==> src/hdl/doa_pkg.sv <==
package doa_pkg;

   localparam int DEPTH_W  = 8;
   localparam int Q_W      = 16;
   localparam int WEIGHT_W = 9;
   localparam int CONF_W   = 4;
   localparam int TURN_W   = 6;
   localparam int CSR_IDX_W = 3;

   typedef logic [DEPTH_W-1:0]         depth_type;
   typedef logic [Q_W-1:0]             q88_type;
   typedef logic [WEIGHT_W-1:0]        weight_type;
   typedef logic [CONF_W-1:0]          conf_type;
   typedef logic signed [TURN_W-1:0]   turn_type;
   typedef logic [1:0]                 motion_type;
   typedef logic [CSR_IDX_W-1:0]       csr_idx_type;

   // full weight: new sample only
   localparam weight_type WEIGHT_ONE = 9'd256;

   // register map
   localparam csr_idx_type CSR_SAFE_THR  = 3'd0;
   localparam csr_idx_type CSR_CAUT_THR  = 3'd1;
   localparam csr_idx_type CSR_EXIT_THR  = 3'd2;
   localparam csr_idx_type CSR_WEIGHT    = 3'd3;
   localparam csr_idx_type CSR_CONF_LIM  = 3'd4;

   localparam depth_type  SAFE_THR_RST  = 8'd122;
   localparam depth_type  CAUT_THR_RST  = 8'd135;
   localparam depth_type  EXIT_THR_RST  = 8'd145;
   localparam weight_type WEIGHT_RST    = 9'd179;
   localparam conf_type   CONF_LIM_RST  = 4'd3;
   localparam q88_type    SMOOTH_RST    = 16'd34560;

   // motion codes
   localparam motion_type MOTION_FULL   = 2'd0;
   localparam motion_type MOTION_HALF   = 2'd1;
   localparam motion_type MOTION_HOLD   = 2'd2;
   localparam motion_type MOTION_RETURN = 2'd3;

   // heading steps, half degrees
   localparam turn_type TURN_SMALL = 6'sd10;
   localparam turn_type TURN_BIG   = 6'sd30;
   localparam turn_type TURN_HALF  = 6'sd5;

   localparam conf_type CONF_EXIT_LOAD = 4'd2;
   localparam logic [7:0] OOB_MIN_TICKS = 8'd3;

endpackage

==> src/hdl/doa_filter.sv <==
module doa_filter (
   input  doa_pkg::weight_type weight,
   input  doa_pkg::depth_type  straight,
   input  doa_pkg::q88_type    smoothed,
   output doa_pkg::q88_type    smoothed_next
);
   import doa_pkg::*;

   // s*w + m*(256-w) rewritten as 256*m + w*(s-m): one multiplier
   localparam int DIFF_W = Q_W + 2;
   localparam int ACC_W  = DIFF_W + WEIGHT_W + 1;

   weight_type                w_clip;
   logic signed [DIFF_W-1:0]  diff;
   logic signed [ACC_W-1:0]   prod;
   logic signed [ACC_W-1:0]   acc;
   logic [ACC_W-9:0]          acc_shr;

   assign w_clip = (weight > WEIGHT_ONE) ? WEIGHT_ONE : weight;
   assign diff   = $signed({2'b00, straight, 8'h00}) - $signed({2'b00, smoothed});
   assign prod   = $signed({1'b0, w_clip}) * diff;
   assign acc    = $signed({{(ACC_W-Q_W-8){1'b0}}, smoothed, 8'h00}) + prod
                   + $signed(ACC_W'(128));
   assign acc_shr = acc[ACC_W-1:8];

   // saturate the Q8.8 result
   assign smoothed_next = (acc_shr[ACC_W-9:Q_W] != '0) ? {Q_W{1'b1}} : acc_shr[Q_W-1:0];

endmodule

==> src/hdl/depth_obstacle_avoid_fsm.sv <==
// channel | direction | handshake              | word
// req     | in        | req_valid / req_ready  | flight flag, depth-valid flag, seven depths,
//         |           |                        | zone flag, tie bit
// rsp     | out       | rsp_valid / rsp_ready  | state, motion, turn step, flags, filter, confidence
// csr     | in        | csr_valid / csr_ready  | register index, write data (always ready)
//
// One word per cycle sustained while rsp is not stalled. A word lands in the input register and is
// decided by the single pass through the filter multiplier and the state logic once its result has
// room; the result is then held in the result register that drives rsp. A word with in_flight low is
// dropped and gives no result. Reset (synchronous) starts in search heading with a filtered depth
// of 135.0 and the register defaults. While rsp is stalled the result holds and one more word with
// a result waits in the input register; then req_ready drops.
module depth_obstacle_avoid_fsm (
   input  logic                   clock,
   input  logic                   reset,

   input  logic                   req_valid,
   output logic                   req_ready,
   input  logic                   req_in_flight,
   input  logic                   req_depths_valid,
   input  doa_pkg::depth_type     req_block0,
   input  doa_pkg::depth_type     req_block1,
   input  doa_pkg::depth_type     req_block2,
   input  doa_pkg::depth_type     req_block3,
   input  doa_pkg::depth_type     req_block4,
   input  doa_pkg::depth_type     req_block5,
   input  doa_pkg::depth_type     req_block6,
   input  logic                   req_inside_zone,
   input  logic                   req_tie_bit,

   output logic                   rsp_valid,
   input  logic                   rsp_ready,
   output logic [2:0]             rsp_mode_state,
   output doa_pkg::motion_type    rsp_motion_mode,
   output doa_pkg::turn_type      rsp_turn_step,
   output logic                   rsp_follow_path,
   output logic                   rsp_rejoin_event,
   output logic                   rsp_emergency_event,
   output doa_pkg::q88_type       rsp_filtered_depth,
   output doa_pkg::conf_type      rsp_confidence,

   input  logic                   csr_valid,
   output logic                   csr_ready,
   input  doa_pkg::csr_idx_type   csr_index,
   input  doa_pkg::weight_type    csr_wdata
);
   import doa_pkg::*;

   typedef enum logic [2:0] {
      ST_SAFE     = 3'd0,
      ST_CAUTION  = 3'd1,
      ST_OBSTACLE = 3'd2,
      ST_SEARCH   = 3'd3,
      ST_OOB      = 3'd4
   } mode_type;

   // configuration
   depth_type  safe_thr_ff, caut_thr_ff, exit_thr_ff;
   weight_type weight_ff;
   conf_type   conf_lim_ff;

   // input register
   logic       in_vld_ff;
   logic       in_flight_ff, in_dvalid_ff, in_inside_ff, in_tie_ff;
   depth_type  blk_ff [7];

   // controller state
   mode_type   mode_ff, mode_in;
   depth_type  left_ff, straight_ff, right_ff;
   depth_type  left_in, straight_in, right_in;
   q88_type    smooth_ff, smooth_in;
   conf_type   trust_ff, trust_in;
   turn_type   turn_ff, turn_in;
   logic [7:0] bounds_ff, bounds_in;
   logic       path_ff, path_in;

   // result register
   logic       rsp_vld_ff;
   mode_type   rsp_mode_ff;
   motion_type rsp_motion_ff, motion_in;
   turn_type   rsp_step_ff, step_in;
   logic       rsp_path_ff, rsp_rejoin_ff, rsp_emerg_ff;
   logic       rejoin_in;
   q88_type    rsp_smooth_ff;
   conf_type   rsp_trust_ff;

   logic       fire, update;
   logic       emerg;
   mode_type   mode_eff;
   turn_type   escalate, caution_turn;
   logic [CONF_W:0] trust_up;
   conf_type   trust_upc, trust_dn, trust_dnc, trust_calc;
   logic       ge_caut, ge_exit, ge_safe;
   logic [7:0] bounds_inc;

   // advance the input word when its result has room, or when it yields nothing
   assign fire      = in_vld_ff && (!in_flight_ff || !rsp_vld_ff || rsp_ready);
   assign update    = fire && in_flight_ff;
   assign req_ready = !in_vld_ff || fire;
   assign csr_ready = 1'b1;

   // sector minima; keep the old ones on stale data
   assign left_in     = in_dvalid_ff ? ((blk_ff[0] < blk_ff[1]) ? blk_ff[0] : blk_ff[1])
                                     : left_ff;
   assign right_in    = in_dvalid_ff ? ((blk_ff[5] < blk_ff[6]) ? blk_ff[5] : blk_ff[6])
                                     : right_ff;
   always_comb begin
      depth_type m;
      m = (blk_ff[2] < blk_ff[3]) ? blk_ff[2] : blk_ff[3];
      m = (m < blk_ff[4]) ? m : blk_ff[4];
      straight_in = in_dvalid_ff ? m : straight_ff;
   end

   doa_filter u_filter (
      .weight        (weight_ff),
      .straight      (straight_in),
      .smoothed      (smooth_ff),
      .smoothed_next (smooth_in)
   );

   // thresholds compare against the integer part of the Q8.8 filter
   assign ge_caut = smooth_in[15:8] >= caut_thr_ff;
   assign ge_exit = smooth_in[15:8] >= exit_thr_ff;
   assign ge_safe = smooth_in[15:8] >= safe_thr_ff;

   // confidence: up one when clear, down two otherwise, clamp to the limit
   assign trust_up   = {1'b0, trust_ff} + (CONF_W+1)'(1);
   assign trust_upc  = (trust_up > {1'b0, conf_lim_ff}) ? conf_lim_ff : trust_up[CONF_W-1:0];
   assign trust_dn   = (trust_ff < CONF_W'(2)) ? '0 : trust_ff - CONF_W'(2);
   assign trust_dnc  = (trust_dn > conf_lim_ff) ? conf_lim_ff : trust_dn;
   assign trust_calc = ge_caut ? trust_upc : trust_dnc;

   assign escalate     = (left_in > right_in) ? -TURN_BIG : TURN_BIG;
   assign caution_turn = (left_in > right_in) ? -TURN_SMALL :
                         (right_in > left_in) ?  TURN_SMALL :
                         (in_tie_ff ? -TURN_SMALL : TURN_SMALL);

   // raw straight depth overrides safe straight into obstacle
   assign emerg    = (mode_ff == ST_SAFE) && (straight_in < safe_thr_ff);
   assign mode_eff = emerg ? ST_OBSTACLE : mode_ff;
   assign bounds_inc = bounds_ff + 8'd1;

   always_comb begin
      mode_in   = mode_eff;
      turn_in   = emerg ? escalate : turn_ff;
      trust_in  = emerg ? '0 : trust_calc;
      path_in   = emerg ? 1'b0 : path_ff;
      bounds_in = bounds_ff;
      motion_in = MOTION_HOLD;
      step_in   = '0;
      rejoin_in = 1'b0;
      unique case (mode_eff)
         ST_SAFE: begin
            motion_in = MOTION_FULL;
            if (!in_inside_ff) begin
               mode_in = ST_OOB;
               path_in = 1'b0;
            end else if (!ge_caut) begin
               mode_in = ST_CAUTION;
               path_in = 1'b0;
            end else begin
               path_in = 1'b1;
            end
         end
         ST_CAUTION: begin
            motion_in = MOTION_HALF;
            step_in   = (caution_turn < 0) ? -TURN_HALF : TURN_HALF;
            turn_in   = caution_turn;
            if (!ge_safe) begin
               turn_in  = escalate;
               trust_in = '0;
               mode_in  = ST_OBSTACLE;
            end else if (ge_exit && trust_calc >= CONF_EXIT_LOAD) begin
               mode_in = ST_SAFE;
            end
         end
         ST_OBSTACLE: begin
            step_in = turn_in;
            if (ge_safe && trust_in >= CONF_W'(1)) begin
               mode_in = ST_SEARCH;
            end
         end
         ST_SEARCH: begin
            step_in = turn_ff;
            if (ge_caut && trust_calc >= CONF_EXIT_LOAD) begin
               mode_in   = ST_SAFE;
               rejoin_in = 1'b1;
            end
         end
         ST_OOB: begin
            motion_in = MOTION_RETURN;
            bounds_in = bounds_inc;
            if (bounds_inc >= OOB_MIN_TICKS && in_inside_ff) begin
               bounds_in = '0;
               trust_in  = CONF_EXIT_LOAD;
               mode_in   = ST_SEARCH;
            end
         end
         default: begin
            mode_in = mode_eff;
         end
      endcase
   end

   always_ff @(posedge clock) begin
      if (reset) begin
         safe_thr_ff <= SAFE_THR_RST;
         caut_thr_ff <= CAUT_THR_RST;
         exit_thr_ff <= EXIT_THR_RST;
         weight_ff   <= WEIGHT_RST;
         conf_lim_ff <= CONF_LIM_RST;
         in_vld_ff   <= 1'b0;
         rsp_vld_ff  <= 1'b0;
         mode_ff     <= ST_SEARCH;
         left_ff     <= '0;
         straight_ff <= '0;
         right_ff    <= '0;
         smooth_ff   <= SMOOTH_RST;
         trust_ff    <= '0;
         turn_ff     <= TURN_SMALL;
         bounds_ff   <= '0;
         path_ff     <= 1'b0;
      end else begin
         if (csr_valid) begin
            unique case (csr_index)
               CSR_SAFE_THR: safe_thr_ff <= csr_wdata[DEPTH_W-1:0];
               CSR_CAUT_THR: caut_thr_ff <= csr_wdata[DEPTH_W-1:0];
               CSR_EXIT_THR: exit_thr_ff <= csr_wdata[DEPTH_W-1:0];
               CSR_WEIGHT:   weight_ff   <= csr_wdata;
               CSR_CONF_LIM: conf_lim_ff <= csr_wdata[CONF_W-1:0];
               default: ;
            endcase
         end

         // capture a new word into the input register
         if (req_valid && req_ready) begin
            in_vld_ff    <= 1'b1;
            in_flight_ff <= req_in_flight;
            in_dvalid_ff <= req_depths_valid;
            in_inside_ff <= req_inside_zone;
            in_tie_ff    <= req_tie_bit;
            blk_ff[0]    <= req_block0;
            blk_ff[1]    <= req_block1;
            blk_ff[2]    <= req_block2;
            blk_ff[3]    <= req_block3;
            blk_ff[4]    <= req_block4;
            blk_ff[5]    <= req_block5;
            blk_ff[6]    <= req_block6;
         end else if (fire) begin
            in_vld_ff <= 1'b0;
         end

         // commit state and load the result together
         if (update) begin
            mode_ff       <= mode_in;
            left_ff       <= left_in;
            straight_ff   <= straight_in;
            right_ff      <= right_in;
            smooth_ff     <= smooth_in;
            trust_ff      <= trust_in;
            turn_ff       <= turn_in;
            bounds_ff     <= bounds_in;
            path_ff       <= path_in;
            rsp_vld_ff    <= 1'b1;
            rsp_mode_ff   <= mode_in;
            rsp_motion_ff <= motion_in;
            rsp_step_ff   <= step_in;
            rsp_path_ff   <= path_in;
            rsp_rejoin_ff <= rejoin_in;
            rsp_emerg_ff  <= emerg;
            rsp_smooth_ff <= smooth_in;
            rsp_trust_ff  <= trust_in;
         end else if (rsp_ready) begin
            rsp_vld_ff <= 1'b0;
         end
      end
   end

   assign rsp_valid           = rsp_vld_ff;
   assign rsp_mode_state      = rsp_mode_ff;
   assign rsp_motion_mode     = rsp_motion_ff;
   assign rsp_turn_step       = rsp_step_ff;
   assign rsp_follow_path     = rsp_path_ff;
   assign rsp_rejoin_event    = rsp_rejoin_ff;
   assign rsp_emergency_event = rsp_emerg_ff;
   assign rsp_filtered_depth  = rsp_smooth_ff;
   assign rsp_confidence      = rsp_trust_ff;

`ifndef SYNTHESIS
   // an emergency always lands in obstacle
   a_emerg_obstacle: assert property (@(posedge clock) disable iff (reset)
      rsp_vld_ff && rsp_emerg_ff |-> rsp_mode_ff == ST_OBSTACLE)
      else $error("emergency word not in obstacle state");

   // rejoin only on entry to safe
   a_rejoin_safe: assert property (@(posedge clock) disable iff (reset)
      rsp_vld_ff && rsp_rejoin_ff |-> rsp_mode_ff == ST_SAFE && !rsp_emerg_ff)
      else $error("rejoin word not in safe state");

   // heading steps come only from the fixed set
   a_step_set: assert property (@(posedge clock) disable iff (reset)
      rsp_vld_ff |-> (rsp_step_ff == 6'sd0 || rsp_step_ff == TURN_HALF ||
                      rsp_step_ff == -TURN_HALF || rsp_step_ff == TURN_SMALL ||
                      rsp_step_ff == -TURN_SMALL || rsp_step_ff == TURN_BIG ||
                      rsp_step_ff == -TURN_BIG))
      else $error("turn step outside the allowed set");

   // a word with a result keeps waiting while the result register is stalled
   a_hold_pending: assert property (@(posedge clock) disable iff (reset)
      in_vld_ff && in_flight_ff && rsp_vld_ff && !rsp_ready |=> in_vld_ff && rsp_vld_ff)
      else $error("pending word lost under stall");
`endif

endmodule
==> config.mk <==
export PLATFORM = sky130hd
export DESIGN_NAME = depth_obstacle_avoid_fsm
export DESIGN_NICKNAME = d
export VERILOG_FILES = /design/src/hdl/doa_pkg.sv /design/src/hdl/doa_filter.sv /design/src/hdl/depth_obstacle_avoid_fsm.sv
export SDC_FILE = /design/constraint.sdc
export NUM_CORES = 1
export LEC_CHECK = 0
export BUFFER_PORTS_ARGS = -buffer_cell sky130_fd_sc_hd__buf_2
export CORE_MARGIN = 10
export CORE_UTILIZATION = 35
export DETAILED_ROUTE_END_ITERATION = 8
export PLACE_DENSITY = 0.59
export SLEW_MARGIN = 40
export SYNTH_ARGS = -nofsm -noshare
export SYNTH_HDL_FRONTEND = slang
export SYNTH_SLANG_ARGS = --single-unit
==> constraint.sdc <==
create_clock -name clock -period 15.9 [get_ports clock]
set_clock_uncertainty 0.15 [all_clocks]
set_input_delay 1.59 -clock clock [delete_from_list [all_inputs] [get_ports clock]]
set_output_delay 1.59 -clock clock [all_outputs]
set_load 0.005 [all_outputs]
==> impl_metrics.env <==
export IMPL_worstPathRequired_ns=15.95
export IMPL_layout_min_cycle_time_ns=14.75
export IMPL_rrSetupSlack_ns=1.15
export IMPL_cp_top_family="compound AO/OA/AOI/OAI gates"
export IMPL_outcome="finished, final reports clean"
export IMPL_htree_levels=4
export IMPL_start_util_pct=35.5
export IMPL_syn_area_mm2=0.0166
export IMPL_place_congestion=0.864
export IMPL_rows=79
export IMPL_dieArea_mm2=0.0566
export IMPL_fin_nets=2278
export IMPL_antennaDiodeCount=0
export IMPL_crit_fanout=16
export IMPL_netlist_top_cells_area="edfxtp_1, fa_1, ha_1"
export IMPL_critPathKind="register to register"
export IMPL_r2r_cells=56
export IMPL_dpl_hpwl_um=33900
export IMPL_clk_insertion_delay_late_ns=0.46
export IMPL_critPathCaptureType="register"
export IMPL_hold_class="register to register"
export IMPL_cp_depth=56
export IMPL_ys_seq_area_share_pct=29.2
export IMPL_grt_pass1_wl_um=69800
export IMPL_wl_per_cell_um=16.9
export IMPL_setup_viol=0
export IMPL_critPathMaxStageDelay_ns=0.57
export IMPL_drtIter0Drc=674
export IMPL_cts_setup_buffers=0
export IMPL_drv_slew=0
export IMPL_yosysUniqueCellTypes=76
export IMPL_holdPathEnd="turn_ff[1]$_SDFFE_PP1P_"
export IMPL_synth_fp_nets=2201
export IMPL_synth_edff_count=94
export IMPL_routed_wl_um=42700
export IMPL_hold_violations=0
export IMPL_arrival_ns=14.79
export IMPL_fmax_mhz=67.8
export IMPL_drt_pass1_iter_count=5
export IMPL_relSlewSlack_pct=44.3
export IMPL_rsz0062_at_grt="false"
export IMPL_crit_buf_inv=4
export IMPL_grt_max_degree=61
export IMPL_io_buffers=112
export IMPL_dr_total_vias=12800
export IMPL_yosysWarnings=0
export IMPL_final_common_cell="inv_1"
export IMPL_start_kind="register"
export IMPL_cts_tree="built"
export IMPL_synth_top_area_share_pct=17.0
export IMPL_fill_cells=4698
export IMPL_worst_slew_pin_transition_ns=0.834
export IMPL_drive_gt1_share_pct=9.78
export IMPL_synthFlopType="dfxtp_1"
export IMPL_crit_slowest_cell="fa_1"
export IMPL_setup_tns_ns=0
export IMPL_grt_use_total_pct=15.3
export IMPL_drc_errors=0
export IMPL_core_mm2=0.0468
export IMPL_critPathLaunch="blk_ff[2][5]$_DFFE_PP_"
export IMPL_ant_nets=0
export IMPL_path_clk_slew_ns=0.08
export IMPL_layout_common_cells="inv_1, nand2_1, nor2_1"
export IMPL_min_delay_start="turn_ff[1]$_SDFFE_PP1P_"
export IMPL_cts_sinks=195
export IMPL_synth_seq_cells=195
export IMPL_io_pins=114
export IMPL_cts_buffers=17
export IMPL_first_global_vias=13000
export IMPL_r2r_end="rsp_mode_state[0]$_DFFE_PP_"
export IMPL_die_y_um=238
export IMPL_holdPathStages=1
export IMPL_synth_cells=1832
export IMPL_cts_buffer_depth=2
export IMPL_synth_largest_area_cell="edfxtp_1"
export IMPL_routed_via_density=5.06
export IMPL_cts_root_buf="clkbuf_16"
export IMPL_r2r_start="blk_ff[2][5]$_DFFE_PP_"
export IMPL_period_share_pct=92.7
export IMPL_syn_mean_instance_area_um2=9.07
export IMPL_area_growth_pct=10.9
export IMPL_maxCapViolCount=0
export IMPL_antenna_found_initial=0
export IMPL_synth_async_reset_ratio_pct=0
export IMPL_grt_overflow=0
export IMPL_die_width_um=238
[state kept, by name, summed over array words and instances, names as in the netlist, 4 cells and up]
register            count
right_ff                8
turn_ff                 6
conf_lim_ff             4
caut_thr_ff             8
rsp_filtered_depth     16
exit_thr_ff             8
weight_ff               9
smooth_ff              16
rsp_turn_step           6
rsp_confidence          4
blk_ff                 56
trust_ff                4
safe_thr_ff             8
bounds_ff               8
straight_ff             8
left_ff                 8
[cell usage after synthesis, types with 21 or more instances]
cell type / count
o21ai_0: 51
nand2_1: 188
clkbuf_1: 59
fa_1: 129
ha_1: 163
a211oi_1: 29
inv_1: 258
nand2b_1: 23
nor3_1: 29
edfxtp_1: 94
nor2_1: 190
mux2i_1: 27
nor2b_1: 34
nand3_1: 31
a21oi_1: 82
a21o_1: 55
dfxtp_1: 101
and2_1: 39
xor2_1: 30
o21a_1: 21
xnor2_1: 36
[worst max path at each step]
stage | endpoint | slack, ns
after floorplan | rsp_mode_state[0]$_DFFE_PP_ | 2.31
final | rsp_mode_state[0]$_DFFE_PP_ | 1.15
after global placement | rsp_mode_state[0]$_DFFE_PP_ | 1.60
after global routing | rsp_mode_state[0]$_DFFE_PP_ | 0.02
after CTS | rsp_mode_state[0]$_DFFE_PP_ | 1.14
after detailed placement | rsp_mode_state[0]$_DFFE_PP_ | 1.19
[timing repair]
item,in CTS,in global routing
endpoints found under the setup margin,0,5
hold buffers,0,0
hold endpoints to repair,0,0
gates resized for setup,0,1
[through the flow]
stage / hold slack (ns) / util [%] / cell area (µm²) / instances / worst slack, ns
2_1_floorplan: 0.261 / - / 16600 / 1832 / 2.31
6_report: 0.303 / 39.4 / 18400 / 2529 / 1.15
3_3_place_gp: 0.274 / 38.1 / 17800 / 2497 / 1.60
3_5_place_dp: 0.278 / 38.1 / 17800 / 2497 / 1.19
4_1_cts: 0.299 / 39.4 / 18400 / 2529 / 1.14
5_1_grt: 0.318 / 39.4 / 18400 / 2529 / 0.0155
[logic make-up (layout without fill, tap and decap cells)]
kind of cell,count (synthesis),after routing,share of synthesized area (%)
XOR/XNOR,67,67,3.61
AND/OR/NAND/NOR,583,583,16.1
other,1,1,0.0226
buffers and inverters,327,417,7.51
AO/OA/AOI/OAI,337,337,13.9
flip-flops,195,195,29.2
multiplexers,30,30,1.83
adder cells (fa/ha/maj),292,292,27.8
[final cells by class]
class                      count  area (µm²)  area share (%)
clock buffer                  19         464            2.52
clock inverter                13         158           0.855
inverter                     258         968            5.25
multi-input combinational   1310       10600            57.3
sequential                   195        4840            26.3
tap                          607         759            4.12
timing repair buffer         127         673            3.65
[routing by layer]
layer	global-route usage [%]	routed length, µm	vias up
li1	-	-	6319
met5	0	0	-
met1	19.6	18900	6153
met2	26.4	21100	280
met4	3.98	675	0
met3	2.58	1990	39
Power is left out: the tool's default activity adds up to more than one toggle a clock period on the data nets, which glitch-free logic cannot reach.
